**src/sha1_pkg.sv**
```systemverilog
package sha1_pkg;

  // initial chaining values
  localparam logic [31:0] H0 = 32'h67452301;
  localparam logic [31:0] H1 = 32'hEFCDAB89;
  localparam logic [31:0] H2 = 32'h98BADCFE;
  localparam logic [31:0] H3 = 32'h10325476;
  localparam logic [31:0] H4 = 32'hC3D2E1F0;

  // round constants
  localparam logic [31:0] K0 = 32'h5A827999;
  localparam logic [31:0] K1 = 32'h6ED9EBA1;
  localparam logic [31:0] K2 = 32'h8F1BBCDC;
  localparam logic [31:0] K3 = 32'hCA62C1D6;

  localparam int          ROUNDS      = 80;
  localparam logic [6:0]  LAST_ROUND  = 7'(ROUNDS - 1);
  localparam logic [7:0]  PAD_MARK    = 8'h80;
  // block offset where the length field starts (448 bits)
  localparam logic [5:0]  LEN_OFFSET  = 6'd56;
  localparam logic [2:0]  DIGEST_LAST = 3'd4;

  localparam int          QUEUE_DEPTH = 4;
  localparam int          QUEUE_AW    = 2;

  typedef struct packed {
    logic [7:0] data_byte;
    logic       has_data;
    logic       last_byte;
  } q_item_t;

  typedef struct packed {
    logic       shift_en;
    logic [7:0] shift_byte;
    logic       init;
    logic       step;
    logic [6:0] rnd;
    logic       add;
    logic       restart;
    logic [2:0] word_sel;
  } core_ctl_t;

  function automatic logic [31:0] sha1_f(input logic [6:0] rnd, input logic [31:0] b,
                                         input logic [31:0] c, input logic [31:0] d);
    logic [31:0] res;
    if (rnd < 7'd20) begin
      res = (b & c) | (~b & d);
    end else if (rnd < 7'd40) begin
      res = b ^ c ^ d;
    end else if (rnd < 7'd60) begin
      res = (b & c) | (b & d) | (c & d);
    end else begin
      res = b ^ c ^ d;
    end
    return res;
  endfunction

  function automatic logic [31:0] sha1_k(input logic [6:0] rnd);
    logic [31:0] res;
    if (rnd < 7'd20) begin
      res = K0;
    end else if (rnd < 7'd40) begin
      res = K1;
    end else if (rnd < 7'd60) begin
      res = K2;
    end else begin
      res = K3;
    end
    return res;
  endfunction

endpackage

```
**src/sha1_front.sv**
```systemverilog
module sha1_front (
  input  logic              clk,
  input  logic              rst_n,
  input  logic              in_valid,
  output logic              in_ready,
  input  logic [7:0]        in_data_byte,
  input  logic              in_has_data,
  input  logic              in_last_byte,
  output logic              q_valid,
  input  logic              q_ready,
  output sha1_pkg::q_item_t q_item
);
  import sha1_pkg::*;

  q_item_t             mem_r [QUEUE_DEPTH];
  logic [QUEUE_AW-1:0] wr_ptr_r, wr_ptr_nxt;
  logic [QUEUE_AW-1:0] rd_ptr_r, rd_ptr_nxt;
  logic [QUEUE_AW:0]   count_r, count_nxt;
  logic                push, pop;

  assign in_ready = (count_r != (QUEUE_AW+1)'(QUEUE_DEPTH));
  assign q_valid  = (count_r != '0);
  assign q_item   = mem_r[rd_ptr_r];

  // drop items that carry no byte and do not end the message
  assign push = in_valid && in_ready && (in_has_data || in_last_byte);
  assign pop  = q_valid && q_ready;

  always_comb begin
    wr_ptr_nxt = push ? wr_ptr_r + 1'b1 : wr_ptr_r;
    rd_ptr_nxt = pop ? rd_ptr_r + 1'b1 : rd_ptr_r;
    count_nxt  = count_r;
    if (push && !pop) begin
      count_nxt = count_r + 1'b1;
    end else if (pop && !push) begin
      count_nxt = count_r - 1'b1;
    end
  end

  always_ff @(posedge clk) begin
    if (!rst_n) begin
      wr_ptr_r <= '0;
      rd_ptr_r <= '0;
      count_r  <= '0;
    end else begin
      wr_ptr_r <= wr_ptr_nxt;
      rd_ptr_r <= rd_ptr_nxt;
      count_r  <= count_nxt;
    end
  end

  always_ff @(posedge clk) begin
    if (push) begin
      mem_r[wr_ptr_r] <= '{data_byte: in_data_byte, has_data: in_has_data,
                           last_byte: in_last_byte};
    end
  end

endmodule

```
**src/sha1_core.sv**
```systemverilog
module sha1_core (
  input  logic                clk,
  input  logic                rst_n,
  input  sha1_pkg::core_ctl_t ctl,
  output logic [31:0]         digest_word
);
  import sha1_pkg::*;

  // block as 16 words, word 0 in the top bits; bytes and schedule words shift in at the bottom
  logic [511:0] blk_r, blk_nxt;
  logic [31:0]  a_r, b_r, c_r, d_r, e_r;
  logic [31:0]  a_nxt, b_nxt, c_nxt, d_nxt, e_nxt;
  logic [31:0]  ch0_r, ch1_r, ch2_r, ch3_r, ch4_r;
  logic [31:0]  w_cur, w_mix, w_new, t_sum;

  assign w_cur = blk_r[511:480];
  // taps: word 13, word 8, word 2, word 0 of the sliding window
  assign w_mix = blk_r[95:64] ^ blk_r[255:224] ^ blk_r[447:416] ^ blk_r[511:480];
  assign w_new = {w_mix[30:0], w_mix[31]};
  assign t_sum = {a_r[26:0], a_r[31:27]} + sha1_f(ctl.rnd, b_r, c_r, d_r) + e_r
                 + sha1_k(ctl.rnd) + w_cur;

  always_comb begin
    blk_nxt = blk_r;
    if (ctl.shift_en) begin
      blk_nxt = {blk_r[503:0], ctl.shift_byte};
    end else if (ctl.step) begin
      blk_nxt = {blk_r[479:0], w_new};
    end
  end

  always_comb begin
    a_nxt = a_r;
    b_nxt = b_r;
    c_nxt = c_r;
    d_nxt = d_r;
    e_nxt = e_r;
    if (ctl.init) begin
      a_nxt = ch0_r;
      b_nxt = ch1_r;
      c_nxt = ch2_r;
      d_nxt = ch3_r;
      e_nxt = ch4_r;
    end else if (ctl.step) begin
      a_nxt = t_sum;
      b_nxt = a_r;
      c_nxt = {b_r[1:0], b_r[31:2]};
      d_nxt = c_r;
      e_nxt = d_r;
    end
  end

  always_ff @(posedge clk) begin
    blk_r <= blk_nxt;
    a_r   <= a_nxt;
    b_r   <= b_nxt;
    c_r   <= c_nxt;
    d_r   <= d_nxt;
    e_r   <= e_nxt;
  end

  always_ff @(posedge clk) begin
    if (!rst_n || ctl.restart) begin
      ch0_r <= H0;
      ch1_r <= H1;
      ch2_r <= H2;
      ch3_r <= H3;
      ch4_r <= H4;
    end else if (ctl.add) begin
      ch0_r <= ch0_r + a_r;
      ch1_r <= ch1_r + b_r;
      ch2_r <= ch2_r + c_r;
      ch3_r <= ch3_r + d_r;
      ch4_r <= ch4_r + e_r;
    end
  end

  always_comb begin
    case (ctl.word_sel)
      3'd0:    digest_word = ch0_r;
      3'd1:    digest_word = ch1_r;
      3'd2:    digest_word = ch2_r;
      3'd3:    digest_word = ch3_r;
      default: digest_word = ch4_r;
    endcase
  end

endmodule

```
**src/sha1_back.sv**
```systemverilog
module sha1_back (
  input  logic              clk,
  input  logic              rst_n,
  input  logic              q_valid,
  output logic              q_ready,
  input  sha1_pkg::q_item_t q_item,
  output logic              out_valid,
  input  logic              out_ready,
  output logic [31:0]       out_digest_word,
  output logic [2:0]        out_word_index,
  output logic              out_digest_last
);
  import sha1_pkg::*;

  localparam logic [2:0] ST_IDLE = 3'd0;
  localparam logic [2:0] ST_COMP = 3'd1;
  localparam logic [2:0] ST_ADD  = 3'd2;
  localparam logic [2:0] ST_PAD  = 3'd3;
  localparam logic [2:0] ST_OUT  = 3'd4;

  localparam logic [1:0] PS_MARK = 2'd0;
  localparam logic [1:0] PS_ZERO = 2'd1;
  localparam logic [1:0] PS_LEN  = 2'd2;
  localparam logic [1:0] PS_DONE = 2'd3;

  logic [2:0]  state_r, state_nxt;
  logic [5:0]  fill_r, fill_nxt;
  logic [63:0] bitlen_r, bitlen_nxt;
  logic [63:0] len_r, len_nxt;
  logic [1:0]  pstage_r, pstage_nxt;
  logic [2:0]  len_idx_r, len_idx_nxt;
  logic        pad_on_r, pad_on_nxt;
  logic [6:0]  rnd_r, rnd_nxt;
  logic [2:0]  out_idx_r, out_idx_nxt;
  logic [7:0]  len_byte;
  core_ctl_t   ctl;

  // length bytes go out most significant first
  assign len_byte = len_r[6'(3'd7 - len_idx_r) * 8 +: 8];

  assign q_ready         = (state_r == ST_IDLE);
  assign out_valid       = (state_r == ST_OUT);
  assign out_word_index  = out_idx_r;
  assign out_digest_last = (out_idx_r == DIGEST_LAST);

  always_comb begin
    state_nxt   = state_r;
    fill_nxt    = fill_r;
    bitlen_nxt  = bitlen_r;
    len_nxt     = len_r;
    pstage_nxt  = pstage_r;
    len_idx_nxt = len_idx_r;
    pad_on_nxt  = pad_on_r;
    rnd_nxt     = rnd_r;
    out_idx_nxt = out_idx_r;
    ctl         = '0;
    ctl.rnd      = rnd_r;
    ctl.word_sel = out_idx_r;

    case (state_r)
      ST_IDLE: begin
        if (q_valid) begin
          if (q_item.last_byte) begin
            pad_on_nxt  = 1'b1;
            pstage_nxt  = PS_MARK;
            len_idx_nxt = '0;
            len_nxt     = q_item.has_data ? bitlen_r + 64'd8 : bitlen_r;
            state_nxt   = ST_PAD;
          end
          if (q_item.has_data) begin
            ctl.shift_en   = 1'b1;
            ctl.shift_byte = q_item.data_byte;
            bitlen_nxt     = bitlen_r + 64'd8;
            fill_nxt       = fill_r + 1'b1;
            if (fill_r == 6'd63) begin
              ctl.init  = 1'b1;
              state_nxt = ST_COMP;
            end
          end
        end
      end

      ST_COMP: begin
        ctl.step = 1'b1;
        rnd_nxt  = rnd_r + 1'b1;
        if (rnd_r == LAST_ROUND) begin
          rnd_nxt   = '0;
          state_nxt = ST_ADD;
        end
      end

      ST_ADD: begin
        ctl.add = 1'b1;
        if (!pad_on_r) begin
          state_nxt = ST_IDLE;
        end else if (pstage_r == PS_DONE) begin
          out_idx_nxt = '0;
          state_nxt   = ST_OUT;
        end else begin
          state_nxt = ST_PAD;
        end
      end

      ST_PAD: begin
        ctl.shift_en = 1'b1;
        fill_nxt     = fill_r + 1'b1;
        case (pstage_r)
          PS_MARK: begin
            ctl.shift_byte = PAD_MARK;
            pstage_nxt     = (fill_nxt == LEN_OFFSET) ? PS_LEN : PS_ZERO;
          end
          PS_ZERO: begin
            ctl.shift_byte = 8'h00;
            if (fill_nxt == LEN_OFFSET) begin
              pstage_nxt = PS_LEN;
            end
          end
          PS_LEN: begin
            ctl.shift_byte = len_byte;
            len_idx_nxt    = len_idx_r + 1'b1;
            if (len_idx_r == 3'd7) begin
              pstage_nxt = PS_DONE;
            end
          end
          default: begin
            ctl.shift_en = 1'b0;
            fill_nxt     = fill_r;
          end
        endcase
        if (ctl.shift_en && fill_r == 6'd63) begin
          ctl.init  = 1'b1;
          state_nxt = ST_COMP;
        end
      end

      ST_OUT: begin
        if (out_ready) begin
          out_idx_nxt = out_idx_r + 1'b1;
          if (out_idx_r == DIGEST_LAST) begin
            // start a fresh message
            ctl.restart = 1'b1;
            bitlen_nxt  = '0;
            fill_nxt    = '0;
            pad_on_nxt  = 1'b0;
            out_idx_nxt = '0;
            state_nxt   = ST_IDLE;
          end
        end
      end

      default: begin
        state_nxt = ST_IDLE;
      end
    endcase
  end

  always_ff @(posedge clk) begin
    if (!rst_n) begin
      state_r   <= ST_IDLE;
      fill_r    <= '0;
      bitlen_r  <= '0;
      pstage_r  <= PS_MARK;
      len_idx_r <= '0;
      pad_on_r  <= 1'b0;
      rnd_r     <= '0;
      out_idx_r <= '0;
    end else begin
      state_r   <= state_nxt;
      fill_r    <= fill_nxt;
      bitlen_r  <= bitlen_nxt;
      pstage_r  <= pstage_nxt;
      len_idx_r <= len_idx_nxt;
      pad_on_r  <= pad_on_nxt;
      rnd_r     <= rnd_nxt;
      out_idx_r <= out_idx_nxt;
    end
  end

  always_ff @(posedge clk) begin
    len_r <= len_nxt;
  end

  sha1_core u_core (
    .clk         (clk),
    .rst_n       (rst_n),
    .ctl         (ctl),
    .digest_word (out_digest_word)
  );

endmodule

```
**src/sha1_hash_engine.sv**
```systemverilog
// Channel  Direction  Handshake            Payload
// in_      input      in_valid/in_ready    in_data_byte[7:0], in_has_data, in_last_byte
// out_     output     out_valid/out_ready  out_digest_word[31:0], out_word_index[2:0],
//                                          out_digest_last
//
// A four-item queue takes an item per cycle while it has room and drops items with
// neither a byte nor an end flag. The back end packs one byte per cycle and stalls the
// queue while it works; each full block then runs 80 rounds and the chain add.
// Finishing pads one byte per cycle between compressions (9 to 64 bytes, up to 72 over
// two blocks), then shows the five digest words, one per cycle while out_ready is high.
// Synchronous active-low reset clears the queue, counters and chaining words.
module sha1_hash_engine (
  input  logic        clk,
  input  logic        rst_n,
  input  logic        in_valid,
  output logic        in_ready,
  input  logic [7:0]  in_data_byte,
  input  logic        in_has_data,
  input  logic        in_last_byte,
  output logic        out_valid,
  input  logic        out_ready,
  output logic [31:0] out_digest_word,
  output logic [2:0]  out_word_index,
  output logic        out_digest_last
);
  import sha1_pkg::*;

  logic    q_valid;
  logic    q_ready;
  q_item_t q_item;

  sha1_front u_front (
    .clk          (clk),
    .rst_n        (rst_n),
    .in_valid     (in_valid),
    .in_ready     (in_ready),
    .in_data_byte (in_data_byte),
    .in_has_data  (in_has_data),
    .in_last_byte (in_last_byte),
    .q_valid      (q_valid),
    .q_ready      (q_ready),
    .q_item       (q_item)
  );

  sha1_back u_back (
    .clk             (clk),
    .rst_n           (rst_n),
    .q_valid         (q_valid),
    .q_ready         (q_ready),
    .q_item          (q_item),
    .out_valid       (out_valid),
    .out_ready       (out_ready),
    .out_digest_word (out_digest_word),
    .out_word_index  (out_word_index),
    .out_digest_last (out_digest_last)
  );

endmodule

```
**config.mk**
```make
export PLATFORM = sky130hd
export DESIGN_NAME = sha1_hash_engine
export DESIGN_NICKNAME = d
export VERILOG_FILES = /design/src/sha1_pkg.sv /design/src/sha1_front.sv /design/src/sha1_core.sv /design/src/sha1_back.sv /design/src/sha1_hash_engine.sv
export SDC_FILE = /design/constraint.sdc
export NUM_CORES = 2
export LEC_CHECK = 0
export ABC_CLOCK_PERIOD_IN_PS = 28100
export BUFFER_PORTS_ARGS = -buffer_cell sky130_fd_sc_hd__buf_2
export CAP_MARGIN = 30
export CORE_MARGIN = 2
export CORE_UTILIZATION = 33
export DETAILED_ROUTE_END_ITERATION = 8
export PLACE_DENSITY = 0.45
export SYNTH_ARGS = -nofsm -noshare
export SYNTH_HDL_FRONTEND = slang
export SYNTH_SLANG_ARGS = --single-unit
```
**constraint.sdc**
```tcl
create_clock -name clk -period 28.1 [get_ports clk]
set_input_delay 5.62 -clock clk [delete_from_list [all_inputs] [get_ports clk]]
set_output_delay 5.62 -clock clk [all_outputs]
set_load 0.005 [all_outputs]
```
; After elaboration in Yosys (flattened, before gate mapping)
; Memories as Yosys holds them, arrays and structs flattened. A register that Yosys moved wholly into a read port is not among the register bits.
; Cells that the tools add are included.
[word_totals]
wordCells = 203
mem_bits_rw = 40
register_bits = 992
out_inout_bits = 38
mem_count = 1
inputBits = 14
[op_classes]
reduce_logical = 31
addsub = 19
bitwise_logic = 13
eq_ne = 30
order_cmp = 3
n_shift = 1
mux = 82
[memory_table]
columns = memory, depth, word_bits, rd, rd_clocked_by_memory_dff, write_ports, line
row1 = u_front.mem_r, 4, 10, 1, 1, 1, sha1_front.sv:15  ; q_item_t mem_r [QUEUE_DEPTH];
[ops]
columns = operator, count
row1 = 512-bit 2-to-1 mux, 2
row2 = 32-bit 2-to-1 mux, 15
row3 = 32-bit adder, 9
row4 = 64-bit 2-to-1 mux, 4
row5 = 32-bit bitwise XOR, 5
row6 = 32-bit bitwise AND, 4
row7 = 32-bit case mux with 4 select lines, 1
row8 = 64-bit case mux with 2 select lines, 1
row9 = 32-bit bitwise OR, 3
row10 = 64-bit by 4-bit adder with 64-bit output (second input constant), 1
row11 = 64-bit by 10-bit variable part select with 8-bit output, 1
row12 = 3-bit 2-to-1 mux, 19
row13 = 32-bit NOT, 1
row14 = 31-bit 2-to-1 mux, 1
row15 = 6-bit 2-to-1 mux, 5
row16 = 10-bit 2-to-1 mux, 2
row17 = 10-bit case mux with 2 select lines, 1
row18 = 6-bit case mux with 3 select lines, 1
row19 = 8-bit case mux with 2 select lines, 1
row20 = 1-bit 2-to-1 mux, 15
row21 = 3-bit case mux with 5 select lines, 1
row22 = 7-bit by 6-bit less-than comparator with 1-bit output (second input constant), 2
row23 = 2-bit 2-to-1 mux, 7
row24 = 2-bit by 1-bit inequality test with 1-bit output (second input constant), 7
row25 = other kinds (35), 70

; Longest topological paths before layout
[depth]
word_depth = 12
mapped_depth = 25
ltp_nobuf = 23

; Cells and area by module
; From an unflattened synthesis, not the netlist that was laid out.
[hier_totals]
cells_unflattened = 4915
area_unflattened_um2 = 58294.7
[modules_own_cells]
columns = mod, instances, cells_per_inst, seq_area_each_um2, area_each_um2
row1 = sha1_core, 1, 3959, 23382.4, 48291.3
row2 = sha1_back, 1, 855, 3553.4, 8055.2
row3 = sha1_front, 1, 101, 1381.3, 1948.1

; Worst setup path after synthesis
; Ideal clock, no wire load.
[synth_timing]
path_type = register to register
startpoint = register with a tool-made name
endpoint = register u_back.u_core.blk_r[0] (enable)
n_path_buf = 4
t_arrival_ps = 10402
period_less_slack_ps = 14053
stages_incl_launch_ff = 8
setup_slack_ps = 14047
setup_time_ps = 3651
required_time_ps = 24449
path_cell_list = dfxtp_1 -> buf_6 -> mux4_2 -> buf_2 -> a21oi_1 -> clkbuf_1 -> clkbuf_1 -> nand2_1
[synth_rtl]
columns = element, line
row1 = end signal: assignment, sha1_core.sv:54  ; blk_r <= blk_nxt;
row2 = end: declaration, sha1_core.sv:10  ; logic [511:0] blk_r, blk_nxt;

; Worst setup path in the final report
[layout_timing]
startpoint = register u_back.out_idx_r[0], in the netlist u_back.out_word_index[0]
endpoint = output out_digest_word[7]
[layout_via]
elab_chain_len = 2
word_cells_on_any_way = 5
cone_classes = eq/ne (3) / mux (1) / reduce/logical (1)
[layout_lines]
columns = element, line
row1 = start: declaration, sha1_back.sv:34  ; logic [2:0] out_idx_r, out_idx_nxt;
row2 = start signal: assignment, sha1_back.sv:175  ; out_idx_r <= out_idx_nxt;
row3 = 3-bit by 2-bit == test with 1-bit output (tied with other cells), sha1_core.sv:79  ; case (ctl.word_sel)
row4 = 32-bit case mux with 4 select lines (*), sha1_core.sv:79
row5 = end: declaration, sha1_hash_engine.sv:22  ; output logic [31:0] out_digest_word,
; Every way passes the cells marked *; elsewhere a longest branch is shown, timed or not.

==> metrics <==
run status=finished clean; row cnt=152; Detail Route Antenna Nets=0; FMAX=109.2 MHz; max_slew headroom=0.1919; Synth Area in Simple Gates=0.1959; crit path from=u_back.out_word_index[0]$_SDFFE_PN0P_; die area=0.1767 mm2; mux share of post-synthesis cell area=0.01738; clk root buf=clkbuf_16; Iteration-0 DRC Markers=3,748; Mapped Cells=6,118; # IOs=52; pin count of the biggest net entering global routing=215; starting density of the core=0.3328; via density per instance=5.094; complex-gate fraction of the synthesized area=0.1180; WP data required=22.48 ns; final hold vios=0; synth top area cells=edfxtp_1 (41%), nand2_1 (14%), dfxtp_1 (8.9%), ha_1 (4.6%), fa_1 (4.4%); CTS tree=yes; Synth area leader=edfxtp_1; I/O Buffers=51; hold buffers post-CTS=0; Worst setup EP type=primary output; vias in the first global route=41,758; Clock Skew=0.03569 ns; main combinational cell family by area after synthesis=simple AND/OR/NAND/NOR gates; Reg area=0.02832 mm2; worst-path cell chain=inv_1 -> ha_1 -> nor2b_2 -> buf_4 -> or4_2 -> buf_4 -> a31oi_1 -> buf_2; r2r startpoint=u_back.rnd_r[3]$_SDFFE_PN0P_; setup TNS=0 ns; # H-tree levels=4; Synth Warn #=0; GP Congestion=0.8979; worst hold start=u_back.rnd_r[1]$_SDFFE_PN0P_; layout cell share with drive strength beyond 1=0.06078; FFs w/ async S/R, synth=0; total congestion overflow=0; drt first pass iters=5; DRC Markers=0; Final Cycle Share=0.3260; ys flop type=edfxtp_1; CTS clk-pin slew, worst paths=0.06 ns; CTS Buf Count=132; Worst path max stage delay=0.66 ns; RSZ-0062 raised after global routing=false; area occupied by multi-input gates=0.02695 mm2; nets@finish=6,432; Ant. Diodes=0; post-synth top area share=0.4057; number of flops mapped to enable cells by yosys=773; via count=43,280; final wirelength=177,800 um; post-layout min period=9.161 ns; Avg Synthesized Cell Area=9.352 um2; measured slew at the worst slew-check pin=1.212 ns; first-pass GRT wire length=268,100 um; worst skew pair latency=0.79 ns; routed length per placed instance=20.93 um; startpoint types=register; FF+latch count, synth=1,028; clk sinks=1,028; Placement Cell Area=0.05987 mm2; Post-Synthesis Cell Area=0.05722 mm2; post-layout instance area=0.06420 mm2; Netlist cell types=87; Clock Path Buffers=3; fillcell total=17,530; sequential area share after synthesis=0.4949; Setup-failing EPs final=0; hpwl dp=123,500 um; post-CTS resize count=0; Critical Path Most Common Cell=buf_4; Slowest-stage cell, CP=or4_2; fin. max-slew vios=0; Max-Cap Viols=0; Die Y=420.4 um; Critical Path Fanout Max=64; postcts setup bufs=0; Post-Synth Adder-Cell Area=0.09044; Syn Nets=6,470; Area Overhead vs Synth=12.20%; initial antenna violation count=3; Worst Hold Class=reg -> reg; gr usage total=0.1992; Synth Area in XOR/XNOR=0.04715; core area=0.1719 mm2; Setup CP Type=reg -> out; Die Width=420.4 um; Worst EP arrival=3.54 ns
## cell type report
| type | count | share of cell area |
|---|---|---|
| clock inverter | 65 | 0.01089 |
| multi-input combinational | 4547 | 0.4198 |
| clock buffer | 175 | 0.05490 |
| timing repair buffer | 116 | 0.01341 |
| sequential | 1028 | 0.4411 |
| tap | 2310 | 0.04502 |
| inverter | 255 | 0.01491 |
## worst paths after layout
kind	endpoint	slack, ns	depth (start not counted)
min	u_back.rnd_r[1]$_SDFFE_PN0P_	0.48	2
max	out_digest_word[7]	18.94	8
min reg2reg	u_back.rnd_r[1]$_SDFFE_PN0P_	0.48	2
max reg2reg	u_back.u_core.a_r[19]$_DFFE_PP_	21.38	24
## logic make-up after synthesis
kind of cell	Yosys count
AND/OR/NAND/NOR	2767
AO/OA/AOI/OAI	1067
flip-flops	1028
buffers and inverters	543
adder cells (fa/ha/maj)	338
XOR/XNOR	308
multiplexers	67
## per-stage QoR
stage,utilization,setup WS (ns),std cells,hold WS (ns)
after floorplan,-,14.05,6118,0.4443
after global placement,0.3480,19.86,8247,0.4598
after detailed placement,0.3482,19.78,8250,0.4657
after CTS,0.3728,18.91,8490,0.4736
after global routing,0.3734,18.79,8496,0.4992
final,0.3734,18.94,8496,0.4754
## cells in the final DEF (no fill, tap or decap), types with 35 or more instances in the layout
| master | n |
|---|---|
| ha_1 | 212 |
| a211oi_1 | 35 |
| fa_1 | 126 |
| nor2_1 | 318 |
| nand2_1 | 2091 |
| a22oi_1 | 90 |
| nand3_1 | 73 |
| and3_1 | 36 |
| clkbuf_16 | 132 |
| edfxtp_1 | 773 |
| o211ai_1 | 52 |
| a21o_1 | 73 |
| dfxtp_1 | 255 |
| buf_2 | 53 |
| xor2_1 | 101 |
| xnor2_1 | 207 |
| a31oi_1 | 66 |
| inv_1 | 252 |
| a21oi_1 | 282 |
| o21ai_0 | 251 |
| clkbuf_1 | 37 |
| nor3_1 | 66 |
| buf_4 | 55 |
## flip-flops by register name, summed over array words and instances (netlist names), 40 cells and up, named ones only
name and flops:
u_back.bitlen_r 61, u_back.len_r 61, u_back.u_core.blk_r 512, u_front.mem_r 40
## Yosys cell counts, types with 74 or more instances
master    instances
edfxtp_1        773
fa_1            126
dfxtp_1         255
nor2_1          321
clkbuf_1        266
a21oi_1         283
inv_1           254
a22oi_1          90
o21ai_0         251
a21o_1           74
ha_1            212
xnor2_1         207
xor2_1          101
nand2_1        2096
## layer usage
layer	vias to the layer above	track usage	wire length (um)
met4	6	0.04811	3527
met5	-	0	38
met2	909	0.3159	81130
met1	21165	0.2842	85410
met3	212	0.03042	7689
li1	20988	-	-
## critical path: cells and delay by family (launching register included)
kind                       cells  cell delay (ns)
buffers and inverters          4             0.90
AOI/OAI and AO/OA              1             0.30
adders and majority gates      1             0.23
DFF                            1             0.43
and+or+nand+nor                2             0.81
Power is left out: the tool's default activity adds up to more than one toggle a clock period on the data nets, which glitch-free logic cannot reach.
